--- src/sv/gspe_pkg.sv ---
// Package: shared types and constants of the gas sensor ppm estimator.
package gspe_pkg;

	localparam int SAMPLES_DEF = 10;
	localparam int ADC_BITS_DEF = 12;
	localparam int CODE_W = 12;
	localparam int SUM_W = 24;
	localparam int PPM_W = 14;
	localparam logic [13:0] PPM_MAX = 14'd10000;
	localparam logic [31:0] INV_SLOPE_Q16 = 32'd139438;
	localparam logic [23:0] CURVE_C_Q16 = 24'd597995;

	localparam logic [1:0] ST_OK = 2'd0;
	localparam logic [1:0] ST_TIMEOUT = 2'd1;
	localparam logic [1:0] ST_LOW = 2'd2;
	localparam logic [2:0] LVL_FAULT = 3'd4;

	localparam logic [2:0] REG_MIN_CODE = 3'd0;
	localparam logic [2:0] REG_LOAD_RES = 3'd1;
	localparam logic [2:0] REG_RO = 3'd2;
	localparam logic [2:0] REG_RS_LIMIT = 3'd3;
	localparam logic [2:0] REG_LVL_ONE = 3'd4;
	localparam logic [2:0] REG_LVL_TWO = 3'd5;
	localparam logic [2:0] REG_LVL_THREE = 3'd6;

	typedef struct packed {
		logic [11:0] adc_code;
		logic        conversion_timed_out;
	} in_word_t;

	typedef struct packed {
		logic [1:0]  status;
		logic [13:0] gas_ppm;
		logic [2:0]  alert_level;
	} out_word_t;

	typedef struct packed {
		logic [2:0]  index;
		logic [17:0] data;
	} cfg_word_t;

	function automatic logic [24:0] exp2_entry(input logic [3:0] i);
		logic [24:0] v;
		begin
			case (i)
				4'd0: v = 25'd23726566;
				4'd1: v = 25'd19951585;
				4'd2: v = 25'd18295684;
				4'd3: v = 25'd17520007;
				4'd4: v = 25'd17144589;
				4'd5: v = 25'd16959908;
				4'd6: v = 25'd16868315;
				4'd7: v = 25'd16822704;
				4'd8: v = 25'd16799944;
				4'd9: v = 25'd16788576;
				4'd10: v = 25'd16782895;
				4'd11: v = 25'd16780055;
				default: v = 25'd16777216;
			endcase
			return v;
		end
	endfunction

endpackage

--- src/sv/gspe_divider.sv ---
// Restoring divider, one quotient bit per cycle.
module gspe_divider #(
	parameter int NUM_W = 32,
	parameter int DEN_W = 16
) (
	input  logic             clk,
	input  logic             arst_n,
	input  logic             start,
	input  logic [NUM_W-1:0] num,
	input  logic [DEN_W-1:0] den,
	output logic             done,
	output logic [NUM_W-1:0] quot
);
	localparam int CNT_W = $clog2(NUM_W + 1);

	logic [NUM_W-1:0] q_q;
	logic [DEN_W-1:0] rem_q;
	logic [DEN_W-1:0] den_q;
	logic [CNT_W-1:0] cnt_q;
	logic             busy_q;
	logic [DEN_W:0]   trial;
	logic [DEN_W:0]   diff;

	assign trial = {rem_q, q_q[NUM_W-1]};
	assign diff = trial - {1'b0, den_q};

	always_ff @(posedge clk or negedge arst_n) begin
		if (!arst_n) begin
			busy_q <= 1'b0;
			done <= 1'b0;
			cnt_q <= '0;
		end else begin
			done <= 1'b0;
			if (start) begin
				busy_q <= 1'b1;
				cnt_q <= CNT_W'(NUM_W);
			end else if (busy_q) begin
				cnt_q <= cnt_q - 1'b1;
				if (cnt_q == CNT_W'(1)) begin
					busy_q <= 1'b0;
					done <= 1'b1;
				end
			end
		end
	end

	always_ff @(posedge clk) begin
		if (start) begin
			q_q <= num;
			rem_q <= '0;
			den_q <= den;
		end else if (busy_q) begin
			if (!diff[DEN_W]) begin
				rem_q <= diff[DEN_W-1:0];
				q_q <= {q_q[NUM_W-2:0], 1'b1};
			end else begin
				rem_q <= trial[DEN_W-1:0];
				q_q <= {q_q[NUM_W-2:0], 1'b0};
			end
		end
	end

	assign quot = q_q;
endmodule

--- src/sv/gspe_mult.sv ---
// Shift-add multiplier, one multiplier bit per cycle.
module gspe_mult #(
	parameter int A_W = 32,
	parameter int B_W = 32
) (
	input  logic               clk,
	input  logic               arst_n,
	input  logic               start,
	input  logic [A_W-1:0]     a,
	input  logic [B_W-1:0]     b,
	output logic               done,
	output logic [A_W+B_W-1:0] prod
);
	localparam int CNT_W = $clog2(B_W + 1);

	logic [A_W+B_W-1:0] acc_q;
	logic [A_W+B_W-1:0] a_q;
	logic [B_W-1:0]     b_q;
	logic [CNT_W-1:0]   cnt_q;
	logic               busy_q;

	always_ff @(posedge clk or negedge arst_n) begin
		if (!arst_n) begin
			busy_q <= 1'b0;
			done <= 1'b0;
			cnt_q <= '0;
		end else begin
			done <= 1'b0;
			if (start) begin
				busy_q <= 1'b1;
				cnt_q <= CNT_W'(B_W);
			end else if (busy_q) begin
				cnt_q <= cnt_q - 1'b1;
				if (cnt_q == CNT_W'(1)) begin
					busy_q <= 1'b0;
					done <= 1'b1;
				end
			end
		end
	end

	always_ff @(posedge clk) begin
		if (start) begin
			acc_q <= '0;
			a_q <= {{B_W{1'b0}}, a};
			b_q <= b;
		end else if (busy_q) begin
			if (b_q[0]) acc_q <= acc_q + a_q;
			a_q <= a_q << 1;
			b_q <= b_q >> 1;
		end
	end

	assign prod = acc_q;
endmodule

--- src/sv/gas_sensor_ppm_estimator_top.sv ---
// Top level of the gas sensor ppm estimator: burst averaging and power-law curve.
// Each input word is one ADC conversion. A timeout or a code below min_code
// aborts the burst at once and emits a fault word (ppm 0, alert 4). A fault
// word passes through S_OUT and a rejected code through S_ACC before the
// input is freed again. Otherwise Rs = RL*(FULL-code)/code is found by a
// shift-add multiplier followed by a bit-serial divider, and the sample holds
// the input while both run. After SAMPLES samples the sum is divided by
// SAMPLES. Then log2 of the average and of Ro is taken by repeated squaring
// (16 serial multiplies per operand). The log difference is scaled by 1/0.47
// (one serial multiply). Last, 2^frac is built from a 12-entry table (up to
// 12 serial multiplies). Every multiply goes through one shared 32-bit
// shift-add multiplier, which sets most of the latency. The output register
// holds the result while the next word is accepted; while a result word
// waits under stall, no new word is accepted.
module gas_sensor_ppm_estimator_top #(
	parameter int SAMPLES = gspe_pkg::SAMPLES_DEF,
	parameter int ADC_BITS = gspe_pkg::ADC_BITS_DEF
) (
	input  logic                clk,
	input  logic                arst_n,
	input  logic                in_valid,
	output logic                in_stall,
	input  gspe_pkg::in_word_t  in_data,
	output logic                out_valid,
	input  logic                out_stall,
	output gspe_pkg::out_word_t out_data,
	input  logic                cfg_valid,
	output logic                cfg_ready,
	input  gspe_pkg::cfg_word_t cfg_data
);
	import gspe_pkg::*;

	localparam logic [31:0] FULL = 32'((64'd1 << ADC_BITS) - 1);
	localparam int CNT_W = 7;

	typedef enum logic [4:0] {
		S_IDLE, S_RS_MUL, S_RS_DIV, S_ACC, S_AVG, S_LOG_NORM, S_LOG_SQ,
		S_LOG_NEXT, S_SCALE, S_EXP, S_EXP_MUL, S_FINISH, S_OUT
	} state_t;

	state_t state_q;

	// configuration registers
	logic [11:0] min_code_q;
	logic [15:0] load_res_q;
	logic [15:0] ro_q;
	logic [17:0] rs_limit_q;
	logic [13:0] lvl1_q, lvl2_q, lvl3_q;

	logic [SUM_W-1:0] rs_sum_q;
	logic [CNT_W-1:0] count_q;
	logic [11:0]      code_q;

	// log state
	logic        log_pass_q;       // 0: average, 1: Ro
	logic [31:0] l_avg_q;          // Q16 log2 of average
	logic [31:0] log_res_q;
	logic [15:0] mant_q;
	logic [3:0]  bit_q;
	logic [23:0] avg_q;

	// exp state
	logic [23:0] e_q;
	logic [24:0] emant_q;
	logic [3:0]  ebit_q;

	out_word_t out_q;
	logic      out_valid_q;

	// shared serial units
	logic        mul_start, mul_done;
	logic        mul_go, mul_go_q;
	logic        mul_start_all;
	logic [31:0] mul_a, mul_b;
	logic [63:0] mul_p;
	logic        div_start, div_done;
	logic [31:0] div_num;
	logic [23:0] div_den;
	logic [31:0] div_q;

	gspe_mult #(.A_W(32), .B_W(32)) u_mult (
		.clk(clk), .arst_n(arst_n), .start(mul_start_all), .a(mul_a), .b(mul_b),
		.done(mul_done), .prod(mul_p)
	);

	gspe_divider #(.NUM_W(32), .DEN_W(24)) u_div (
		.clk(clk), .arst_n(arst_n), .start(div_start), .num(div_num),
		.den(div_den), .done(div_done), .quot(div_q)
	);

	assign in_stall = (state_q != S_IDLE) || (out_valid_q && out_stall);
	assign cfg_ready = 1'b1;
	assign out_valid = out_valid_q;
	assign out_data = out_q;

	logic in_acc;
	assign in_acc = in_valid && !in_stall;

	// leading-one position of a 24-bit value
	logic [4:0] lead;
	logic [23:0] log_x;
	assign log_x = log_pass_q ? {8'd0, ro_q} : avg_q;
	always_comb begin
		lead = '0;
		for (int i = 0; i < 24; i++) if (log_x[i]) lead = 5'(i);
	end

	logic [31:0] l_diff;
	logic [31:0] l_abs;
	assign l_diff = l_avg_q - log_res_q;
	assign l_abs = l_diff[31] ? (32'd0 - l_diff) : l_diff;

	logic [31:0] t_val;
	logic [24:0] e_full;
	logic [14:0] ppm_c;
	assign t_val = mul_p[47:16];
	assign e_full = l_diff[31] ? (25'(CURVE_C_Q16) + 25'(t_val))
		: (25'(CURVE_C_Q16) - 25'(t_val));

	logic [24:0] sh_mant;
	assign sh_mant = emant_q >> (5'd24 - {1'b0, e_q[19:16]});
	assign ppm_c = (sh_mant > 25'(PPM_MAX)) ? 15'(PPM_MAX) : 15'(sh_mant);

	function automatic logic [2:0] classify(input logic [13:0] p,
		input logic [13:0] a, input logic [13:0] b, input logic [13:0] c);
		logic [2:0] r;
		begin
			if (p < a) r = 3'd0;
			else if (p < b) r = 3'd1;
			else if (p < c) r = 3'd2;
			else r = 3'd3;
			return r;
		end
	endfunction

	always_comb begin
		mul_start = 1'b0;
		mul_a = '0;
		mul_b = '0;
		div_start = 1'b0;
		div_num = '0;
		div_den = '0;
		case (state_q)
			S_IDLE: begin
				mul_start = in_acc;
				mul_a = 32'(load_res_q);
				mul_b = FULL - 32'(in_data.adc_code);
			end
			S_RS_MUL: begin
				div_start = mul_done;
				div_num = mul_p[31:0];
				div_den = 24'(code_q);
			end
			S_AVG: begin
				div_start = 1'b0;
			end
			S_LOG_SQ: begin
				mul_a = 32'(mant_q);
				mul_b = 32'(mant_q);
			end
			S_SCALE: begin
				mul_a = l_abs;
				mul_b = INV_SLOPE_Q16;
			end
			S_EXP_MUL: begin
				mul_a = 32'(emant_q);
				mul_b = 32'(exp2_entry(ebit_q));
			end
			default: ;
		endcase
		if (state_q == S_ACC && count_q == CNT_W'(SAMPLES)) begin
			div_start = 1'b1;
			div_num = 32'(rs_sum_q);
			div_den = 24'(SAMPLES);
		end
		if (state_q == S_LOG_NEXT && bit_q != 4'd15 || state_q == S_LOG_NORM) begin
			mul_start = 1'b0;
		end
	end

	// sequencer issues of the shared multiplier: raised before a multiply state and
	// registered, so the start comes once the operand registers hold new values
	assign mul_go = (state_q == S_LOG_NORM)
		|| (state_q == S_LOG_NEXT && (bit_q != 4'd0 || log_pass_q))
		|| (state_q == S_EXP && e_q[23:16] < 8'd14 && ebit_q != 4'd12
			&& e_q[4'd15 - ebit_q]);

	always_ff @(posedge clk or negedge arst_n) begin
		if (!arst_n) mul_go_q <= 1'b0;
		else mul_go_q <= mul_go;
	end

	always_ff @(posedge clk or negedge arst_n) begin
		if (!arst_n) begin
			state_q <= S_IDLE;
			out_valid_q <= 1'b0;
			rs_sum_q <= '0;
			count_q <= '0;
			min_code_q <= 12'd124;
			load_res_q <= 16'd2560;
			ro_q <= 16'd2560;
			rs_limit_q <= 18'd256000;
			lvl1_q <= 14'd200;
			lvl2_q <= 14'd800;
			lvl3_q <= 14'd2000;
		end else begin
			if (out_valid_q && !out_stall && state_q != S_FINISH && state_q != S_OUT)
				out_valid_q <= 1'b0;
			if (cfg_valid) begin
				case (cfg_data.index)
					REG_MIN_CODE: min_code_q <= cfg_data.data[11:0];
					REG_LOAD_RES: load_res_q <= cfg_data.data[15:0];
					REG_RO: ro_q <= cfg_data.data[15:0];
					REG_RS_LIMIT: rs_limit_q <= cfg_data.data;
					REG_LVL_ONE: lvl1_q <= cfg_data.data[13:0];
					REG_LVL_TWO: lvl2_q <= cfg_data.data[13:0];
					REG_LVL_THREE: lvl3_q <= cfg_data.data[13:0];
					default: ;
				endcase
			end
			case (state_q)
				S_IDLE: begin
					if (in_acc) begin
						code_q <= in_data.adc_code;
						if (in_data.conversion_timed_out
							|| in_data.adc_code < min_code_q) begin
							rs_sum_q <= '0;
							count_q <= '0;
							out_q.status <= in_data.conversion_timed_out
								? ST_TIMEOUT : ST_LOW;
							out_q.gas_ppm <= '0;
							out_q.alert_level <= LVL_FAULT;
							state_q <= S_OUT;
						end else if (in_data.adc_code == 12'd0
							|| 32'(in_data.adc_code) >= FULL) begin
							count_q <= count_q + 1'b1;
							state_q <= S_ACC;
						end else begin
							state_q <= S_RS_MUL;
						end
					end
				end
				S_RS_MUL: if (mul_done) state_q <= S_RS_DIV;
				S_RS_DIV: begin
					if (div_done) begin
						if (div_q != 0 && div_q <= 32'(rs_limit_q)) begin
							rs_sum_q <= (25'(rs_sum_q) + 25'(div_q[23:0]) > 25'hFFFFFF
								|| div_q[31:24] != 0) ? 24'hFFFFFF
								: rs_sum_q + div_q[23:0];
						end
						count_q <= count_q + 1'b1;
						state_q <= S_ACC;
					end
				end
				S_ACC: begin
					if (count_q == CNT_W'(SAMPLES)) state_q <= S_AVG;
					else state_q <= S_IDLE;
				end
				S_AVG: begin
					if (div_done) begin
						avg_q <= div_q[23:0];
						rs_sum_q <= '0;
						count_q <= '0;
						log_pass_q <= 1'b0;
						if (div_q[23:0] == 0 || ro_q == 0) begin
							e_q <= '0;
							emant_q <= '0;
							state_q <= S_FINISH;
						end else state_q <= S_LOG_NORM;
					end
				end
				S_LOG_NORM: begin
					log_res_q <= {11'd0, lead, 16'd0};
					mant_q <= (lead >= 5'd15) ? 16'(log_x >> (lead - 5'd15))
						: 16'(log_x << (5'd15 - lead));
					bit_q <= 4'd15;
					state_q <= S_LOG_SQ;
				end
				S_LOG_SQ: begin
					if (mul_done) begin
						if (mul_p[31:15] >= 17'h10000) begin
							mant_q <= mul_p[31:16];
							log_res_q <= log_res_q | (32'd1 << bit_q);
						end else mant_q <= mul_p[30:15];
						state_q <= S_LOG_NEXT;
					end
				end
				S_LOG_NEXT: begin
					if (bit_q != 4'd0) begin
						bit_q <= bit_q - 1'b1;
						state_q <= S_LOG_SQ;
					end else if (!log_pass_q) begin
						l_avg_q <= log_res_q;
						log_pass_q <= 1'b1;
						state_q <= S_LOG_NORM;
					end else begin
						state_q <= S_SCALE;
					end
				end
				S_SCALE: begin
					if (mul_done) begin
						ebit_q <= 4'd0;
						if (e_full[24]) begin
							e_q <= '0;
							emant_q <= '0;
							state_q <= S_FINISH;
						end else begin
							e_q <= e_full[23:0];
							emant_q <= 25'd16777216;
							state_q <= S_EXP;
						end
					end
				end
				S_EXP: begin
					if (e_q[23:16] >= 8'd14) begin
						state_q <= S_FINISH;
					end else if (ebit_q == 4'd12) begin
						state_q <= S_FINISH;
					end else if (e_q[4'd15 - ebit_q]) begin
						state_q <= S_EXP_MUL;
					end else ebit_q <= ebit_q + 1'b1;
				end
				S_EXP_MUL: begin
					if (mul_done) begin
						emant_q <= mul_p[48:24];
						ebit_q <= ebit_q + 1'b1;
						state_q <= S_EXP;
					end
				end
				S_FINISH: begin
					if (!out_valid_q || !out_stall) begin
						logic [13:0] p;
						p = (e_q[23:16] >= 8'd14) ? PPM_MAX
							: (emant_q == 0 ? 14'd0 : ppm_c[13:0]);
						out_q.status <= ST_OK;
						out_q.gas_ppm <= p;
						out_q.alert_level <= classify(p, lvl1_q, lvl2_q, lvl3_q);
						out_valid_q <= 1'b1;
						state_q <= S_IDLE;
					end
				end
				S_OUT: begin
					if (!out_valid_q || !out_stall) begin
						out_valid_q <= 1'b1;
						state_q <= S_IDLE;
					end
				end
				default: state_q <= S_IDLE;
			endcase
		end
	end

	// the multiplier start for the serial log/scale/exp steps goes through mul_go_q
	// so that operand registers have settled; it is folded in here
	assign mul_start_all = mul_start || mul_go_q;

`ifndef ASSERT_OFF
	a_no_out_while_busy: assert property (@(posedge clk) disable iff (!arst_n)
		(state_q == S_IDLE && $past(state_q) == S_IDLE && !$past(in_acc))
		|-> !$rose(out_valid)) else $error("result without an accepted word");
	a_count_range: assert property (@(posedge clk) disable iff (!arst_n)
		count_q <= CNT_W'(SAMPLES)) else $error("sample count past burst length");
	a_fault_level: assert property (@(posedge clk) disable iff (!arst_n)
		out_valid && out_data.status != ST_OK |-> out_data.alert_level == LVL_FAULT
		&& out_data.gas_ppm == 14'd0) else $error("fault word malformed");
`endif
endmodule

--- config.mk ---
export PLATFORM = sky130hd
export DESIGN_NAME = gas_sensor_ppm_estimator_top
export DESIGN_NICKNAME = d
export VERILOG_FILES = /design/src/sv/gspe_pkg.sv /design/src/sv/gspe_divider.sv /design/src/sv/gspe_mult.sv /design/src/sv/gas_sensor_ppm_estimator_top.sv
export SDC_FILE = /design/constraint.sdc
export NUM_CORES = 1
export LEC_CHECK = 0
export BUFFER_PORTS_ARGS = -buffer_cell sky130_fd_sc_hd__buf_2
export CORE_MARGIN = 2
export CORE_UTILIZATION = 56
export CTS_BUF_LIST = sky130_fd_sc_hd__clkbuf_16
export DETAILED_ROUTE_END_ITERATION = 10
export HOLD_SLACK_MARGIN = 0.03
export PLACE_DENSITY = 0.8
export SKIP_CTS_REPAIR_TIMING = 1
export SLEW_MARGIN = 20
export SYNTH_ARGS = -nofsm -noshare
export SYNTH_HDL_FRONTEND = slang
export SYNTH_SLANG_ARGS = --single-unit
--- constraint.sdc ---
create_clock -name clk -period 5.1 [get_ports clk]
set_input_delay 0.255 -clock clk [delete_from_list [all_inputs] [get_ports clk]]
set_output_delay 0.255 -clock clk [all_outputs]
set_load 0.02 [all_outputs]
# --- Word level (Yosys, flattened, before mapping) ---
# Memories as Yosys holds them, arrays and structs flattened. A register that Yosys moved wholly into a read port is not among the register bits.
# Cells that the tools add are included.
word_totals:
  ff_bits: 591
  romBits: 368
  inputBits: 39
  output_inout_bits: 22
  elab_cells: 332
  memories: 1
classes:
  add_sub_neg: 18
  n_lt_le_gt_ge: 13
  eq_ne: 46
  shift: 4
  muxes: 137
  n_bitwise: 4
  n_reduce_logical: 70
memory_table:
  columns: ["memory", "depth", "width", "rd", "rd_ports_with_merged_regs", "write_ports", "line", "source"]
  rows:
  - ["(name not given)", 16, 23, 1, 1, 0, "gspe_pkg.sv:45", "case (i)"]
op_table:
  columns: ["cell", "count"]
  rows:
  - ["$mux W32", 11]
  - ["$mux W24", 12]
  - ["$pmux W32 S4", 2]
  - ["$mux W5", 31]
  - ["$mux W25", 6]
  - ["$pmux W25 S3", 1]
  - ["$pmux W24 S3", 1]
  - ["$add A64 B64 Y64", 1]
  - ["$pmux W32 S2", 1]
  - ["$pmux W5 S12", 1]
  - ["$mux W19", 3]
  - ["$mux W16", 3]
  - ["$mux W4", 12]
  - ["$pmux W24 S2", 1]
  - ["$lt A14 B14 Y1", 3]
  - ["$mux W14", 3]
  - ["$pmux W19 S2", 1]
  - ["$mux W7", 5]
  - ["$le A32 B18 Y1", 1]
  - ["$or A32 B32 Y32", 1]
  - ["$pmux W16 S2", 1]
  - ["$reduce_bool A32 Y1", 1]
  - ["$shl A1 B4 Y32 const A", 1]
  - ["$sub A1 B32 Y32 const A", 1]
  - ["75 further kinds", 188]

# --- Logic depth before layout (Yosys ltp) ---
logic_depth:
  depth_word: 28
  depth_mapped: 29

# --- Modules after synthesis ---
# Synthesis repeated with hierarchy kept, for this count alone.
hier_totals:
  cells_unflattened: 4225
  hier_area_um2: 39157.6
modules_own_cells:
  columns: ["mod", "n_inst", "cells_per_inst", "area_per_inst_um2"]
  rows:
  - ["gas_sensor_ppm_estimator_top", 1, 2609, 23837.9]
  - ["gspe_mult", 1, 1118, 10218.6]
  - ["gspe_divider", 1, 498, 5101.1]

# --- Least setup slack after synthesis ---
# OpenSTA, ideal clock, no wires.
synth_timing:
  path_type: "reg2reg"
  start: "reg e_q[16]"
  end: "reg out_q (netlist bit out_data[1]) (data pin)"
  arrival_time_ps: 4792
  required_ps: 4842
  slack_ps: 50
  stages_incl_launch_ff: 28
  path_buffers: 5
  period_less_slack_ps: 5050
  cell_sequence: "edfxtp_1 > buf_6 > buf_12 > buf_4 > inv_1 > ha_1 > buf_2 > mux4_2 > o41ai_2 > o211ai_1 > a2111oi_2 > o311a_1 > o21ba_1 > buf_6 > o21ai_4 > nor2_1 > ha_1 > a21o_1 > a21o_1 > a21o_1 > a21oi_1 > nor2b_1 > o21ai_0 > nand2b_1 > a21oi_1 > nor2_1 > a21oi_1 > nor2b_1"
synth_between:
  elab_chain_len: 11
  word_cells_on_any_way: 13
  cone_classes: "add/sub (1); order compare (4); shift (1); mux (7)"
synth_rtl:
  columns: ["element", "line", "source"]
  rows:
  - ["start: declaration", "gas_sensor_ppm_estimator_top.sv:63", "logic [23:0] e_q;"]
  - ["start signal: assignment", "gas_sensor_ppm_estimator_top.sv:308", "e_q <= e_full[23:0];"]
  - ["$sub A5 B4 Y5", "gas_sensor_ppm_estimator_top.sv:121", "assign sh_mant = emant_q >> (5'd24 - {1'b0, e_q[19:16]});"]
  - ["$shr A25 B5 Y25", "gas_sensor_ppm_estimator_top.sv:121", null]
  - ["$gt A25 B14 Y1", "gas_sensor_ppm_estimator_top.sv:122", "assign ppm_c = (sh_mant > 25'(PPM_MAX)) ? 15'(PPM_MAX) : 15'(sh_mant);"]
  - ["$mux W14", "gas_sensor_ppm_estimator_top.sv:122", null]
  - ["$mux W14", "gas_sensor_ppm_estimator_top.sv:334", ": (emant_q == 0 ? 14'd0 : ppm_c[13:0]);"]
  - ["$mux W14 *", "gas_sensor_ppm_estimator_top.sv:333", "p = (e_q[23:16] >= 8'd14) ? PPM_MAX"]
  - ["$lt A14 B14 Y1", "gas_sensor_ppm_estimator_top.sv:129", "else if (p < b) r = 3'd1;"]
  - ["$mux W2", "gas_sensor_ppm_estimator_top.sv:129", null]
  - ["$mux W2 *", "gas_sensor_ppm_estimator_top.sv:128", "if (p < a) r = 3'd0;"]
  - ["$mux W19 *", "gas_sensor_ppm_estimator_top.sv:331", "if (!out_valid_q || !out_stall) begin"]
  - ["$pmux W19 S2 *", "gas_sensor_ppm_estimator_top.sv:221", "case (state_q)"]
  - ["end: declaration", "gas_sensor_ppm_estimator_top.sv:67", "out_word_t out_q;"]
# Mark *: on every way between the ends. The rest lies on a longest branch, timed or not. The select of a mux whose other input is x is not followed.
# A chain may end at the register's enable or synchronous reset.

# --- Worst setup path in the final report ---
layout_timing:
  start: "reg e_q[16]"
  end: "reg out_q (netlist bit out_data[0]) (data pin)"
layout_between:
  elab_chain_len: 12
  word_cells_on_any_way: 15
  cone_classes: "add/sub (1); order compare (5); shift (1); mux (8)"
layout_rtl:
  columns: ["element", "line", "source"]
  rows:
  - ["$sub A5 B4 Y5", "gas_sensor_ppm_estimator_top.sv:121", null]
  - ["$shr A25 B5 Y25", "gas_sensor_ppm_estimator_top.sv:121", null]
  - ["$gt A25 B14 Y1", "gas_sensor_ppm_estimator_top.sv:122", null]
  - ["$mux W14", "gas_sensor_ppm_estimator_top.sv:122", null]
  - ["$mux W14", "gas_sensor_ppm_estimator_top.sv:334", null]
  - ["$mux W14 *", "gas_sensor_ppm_estimator_top.sv:333", null]
  - ["$lt A14 B14 Y1", "gas_sensor_ppm_estimator_top.sv:130", "else if (p < c) r = 3'd2;"]
  - ["$mux W1", "gas_sensor_ppm_estimator_top.sv:130", null]
  - ["$mux W2", "gas_sensor_ppm_estimator_top.sv:129", null]
  - ["$mux W2 *", "gas_sensor_ppm_estimator_top.sv:128", null]
  - ["$mux W19 *", "gas_sensor_ppm_estimator_top.sv:331", null]
  - ["$pmux W19 S2 *", "gas_sensor_ppm_estimator_top.sv:221", null]
# Marks and branches as above.

==> parameters.txt <==
Parameter                              Value

Status
  Result of the run ... completed

STA
  Post-route clock period utilization ... 95.3%
  F_max ... 206 MHz
  Number of setup violations in the final report ... 0
  Worst slew margin ... 27.6%
  Hold WS ... 0.000976 ns
  Final worst clock skew ... 0.0259 ns
  Hold Fails Final Rpt ... 0
  Final worst path period need ... 4.86 ns
  Slew at the pin with the worst max-slew slack ... 1.09 ns
  Final count of pins violating max slew ... 0

Clock tree
  Clock transition at path regs ... 0.07 ns
  Number of H-tree levels ... 2
  CTS tree ... yes
  Maximum root-to-sink buffer count ... 3
  CTS Sinks ... 542
  Inserted Clock Buffers ... 59
  Clock insertion delay at the later pin of the skew report ... 0.65 ns
  Library cell used as clock root buffer ... sky130_fd_sc_hd__clkbuf_16

Route
  Number of nets with antenna violations after routing ... 0
  Number of iterations in the first detailed-routing pass ... 7
  Initial detailed-routing violation count ... 3,470
  Residual DRC ... 0
  Avg Vias per Cell ... 6.42
  Total wirelength of the detailed-routed design ... 102,000 um
  Wire per inst ... 22.2 um
  Total number of vias ... 29,600

Synth
  Total nets after synthesis ... 3,969
  Number of flops mapped to enable cells by yosys ... 272
  Gate count of the mapped netlist ... 3,721
  Syn_area_per_cell ... 9.34 um2
  Fraction of registers with async set/reset ... 29.0%
  Count of state elements after synthesis ... 542
  Cell area after synthesis ... 34,700 um2
  Distinct cells, synth ... 106
  Share of synthesized area occupied by flip-flops and latches ... 41.4%
  Synthesis warning total ... 0
  Most common flop cell mapped by yosys ... sky130_fd_sc_hd__edfxtp_1

GRT
  Global-route usage over all layers ... 31.4%
  Largest net degree at the start of global routing ... 67
  Wire length of the first global-routing pass ... 157,000 um
  Overall overflow remaining after global route ... 0
  Number of global-route vias before repair ... 27,700
  Initial antenna violation count ... 3

Die
  Chip width ... 253 um
  Number of standard-cell rows in the floorplan ... 91
  Area of the die ... 64,000 um2
  Initial core utilization ... 56.5%
  Die height ... 253 um
  Placeable core area ... 61,500 um2
  Top-Level Pins ... 61

Worst setup path
  Worst reg2reg setup slack ... 0.24 ns
  Endpoint kind of the worst setup timing path ... flip-flop
  Worst Path Arrival ... 5.26 ns
  Category of the most critical setup path ... reg2reg
  Required time worst endpoint ... 5.50 ns
  Worst-path maximum fanout ... 16
  Kind of start point of the critical path ... flip-flop

Placed design
  Area of placed instances ... 36,100 um2
  Number of I/O port buffers ... 59
  Final weighted congestion of routability-driven global placement ... 0.980
  Half-perimeter wire length after placement ... 73,500 um

Layout
  Most common library cell in the layout ignoring fill and taps ... sky130_fd_sc_hd__nand2_1
  Area added between synthesis and finish ... 10.6%
  Net count of the finished layout ... 4,013
  Highest-count cells in the layout ignoring fill and taps ... sky130_fd_sc_hd__nand2_1 (421), sky130_fd_sc_hd__nor2_1 (339), sky130_fd_sc_hd__a21oi_1 (278)
  Final instance area ... 38,400 um2
  Ant diodes ... 0
  Share of post-route cells with drive strength above 1 ... 12.6%

Worst hold path
  Type of the most critical hold path ... in2reg

Pwr
  Total power per unit cell area ... 486 nW/um2
  Static Leakage ... 0.0163 uW
  IR Drop Worst-Case VDD ... 0.000256 V
  Pwr Total ... 18,700 uW

Flow run
  Max-cap check violation count ... 0
[path summary, 6_finish.rpt]
kind                            cells after the start     startpoint               to
worst min-delay path                                3    cfg_data[5]    min_code_q[5]
min in group asynchronous                           2         arst_n   u_div.cnt_q[0]
max in group asynchronous                           3         arst_n  u_mult.cnt_q[1]
worst max-delay path                               24        e_q[16]      out_data[0]
worst max register to register                     24        e_q[16]      out_data[0]
worst min register to register                      0  log_res_q[14]      l_avg_q[14]
[report_power, final]
group,switching [uW],internal [uW],leakage (uW)
Sequential,1210,5860,0.00545
Clock,1910,2660,0.00104
Combinational,4240,2780,0.00981
[per-layer routing]
layer / global-route usage, % / routed length, um
met2: 49.7 / 46100
met4: 13.8 / 4850
met3: 6.24 / 10100
met5: 0 / 29
met1: 41.8 / 41100
[critical path, stage by stage, from the launching register on]
cell                       delay, ns
sky130_fd_sc_hd__edfxtp_1       0.35
sky130_fd_sc_hd__inv_1          0.07
sky130_fd_sc_hd__ha_2           0.38
sky130_fd_sc_hd__buf_12         0.16
sky130_fd_sc_hd__mux4_2         0.55
sky130_fd_sc_hd__nand2_1        0.09
sky130_fd_sc_hd__a21oi_1        0.06
sky130_fd_sc_hd__o211ai_1       0.26
sky130_fd_sc_hd__nor4bb_2       0.33
sky130_fd_sc_hd__o311a_1        0.23
sky130_fd_sc_hd__o21ba_1        0.21
sky130_fd_sc_hd__o21ai_4        0.09
sky130_fd_sc_hd__nor2_2         0.18
sky130_fd_sc_hd__ha_1           0.28
sky130_fd_sc_hd__a21o_1         0.18
sky130_fd_sc_hd__a21o_1         0.17
sky130_fd_sc_hd__a21o_1         0.17
sky130_fd_sc_hd__a21oi_1        0.14
sky130_fd_sc_hd__nor2b_1        0.06
sky130_fd_sc_hd__o21ai_0        0.15
sky130_fd_sc_hd__nand2b_1       0.08
sky130_fd_sc_hd__a21oi_1        0.14
sky130_fd_sc_hd__nor2_1         0.06
sky130_fd_sc_hd__a21oi_2        0.15
sky130_fd_sc_hd__a31oi_1        0.06
[state kept, by name, summed over array words and instances (netlist names), 12 cells and up, named ones only]
register and count:
u_mult.a_q 49, u_mult.prod 49, u_div.quot 32, emant_q 25, u_mult.b_q 25, avg_q 24, e_q 24, rs_sum_q 24
u_div.rem_q 24, l_avg_q 21, log_res_q 21, out_data 19, rs_limit_q 18, load_res_q 16, mant_q 16, ro_q 16
lvl1_q 14, lvl2_q 14, lvl3_q 14, code_q 12, min_code_q 12, u_div.den_q 12
[cells by family after synthesis]
kind of cell / after synthesis / synth area share (%)
buffers and inverters: 383 / 4.40
AO/OA/AOI/OAI: 987 / 18.3
multiplexers: 242 / 8.37
XOR/XNOR: 156 / 3.95
AND/OR/NAND/NOR: 1201 / 15.9
other: 1 / 0.0108
adder cells (fa/ha/maj): 209 / 7.61
flip-flops: 542 / 41.4
[cell usage after synthesis, types with 31 or more instances]
library cell	number	area share [%]
sky130_fd_sc_hd__nor4_1	33	0.59
sky130_fd_sc_hd__clkbuf_1	151	1.6
sky130_fd_sc_hd__mux2_2	115	3.7
sky130_fd_sc_hd__a211oi_1	40	0.86
sky130_fd_sc_hd__a21o_1	80	1.7
sky130_fd_sc_hd__mux2i_1	100	2.9
sky130_fd_sc_hd__dfrtp_1	130	9.4
sky130_fd_sc_hd__edfxtp_1	272	24
sky130_fd_sc_hd__and3_1	41	0.74
sky130_fd_sc_hd__inv_1	181	2.0
sky130_fd_sc_hd__nor2_1	344	3.7
sky130_fd_sc_hd__ha_1	205	7.4
sky130_fd_sc_hd__nand2b_1	40	0.72
sky130_fd_sc_hd__a21oi_1	283	4.1
sky130_fd_sc_hd__xor2_1	65	1.6
sky130_fd_sc_hd__o21ai_0	213	3.1
sky130_fd_sc_hd__nor2b_1	34	0.61
sky130_fd_sc_hd__dfxtp_1	113	6.5
sky130_fd_sc_hd__nand3_1	84	1.2
sky130_fd_sc_hd__nand2_1	423	4.6
sky130_fd_sc_hd__a31oi_1	54	0.97
sky130_fd_sc_hd__o31ai_1	31	0.67
sky130_fd_sc_hd__nor3_1	67	0.97
sky130_fd_sc_hd__xnor2_1	90	2.3
[area by class of cell]
class,count,area (um2)
clock buffers,60,1500
clock inverters,52,562
fillers,4957,23100
inverters,186,698
multi-input cells,2796,19000
flip-flops and latches,542,14400
well taps,790,988
repair buffers,180,1290
[through the flow]
step | worst slack (ns) | setup TNS (ns) | utilization [%] | std cells
global placement | 0.186 | 0 | 58.6 | 4468
CTS | 0.0355 | 0 | 62.0 | 4580
floorplan | 0.0499 | 0 | - | 3721
detailed placement | 0.0544 | 0 | 58.6 | 4468
finish | 0.240 | 0 | 62.5 | 4606
global route | -0.0145 | -0.0145 | 62.5 | 4606
(Power assumes the default switching activity.)
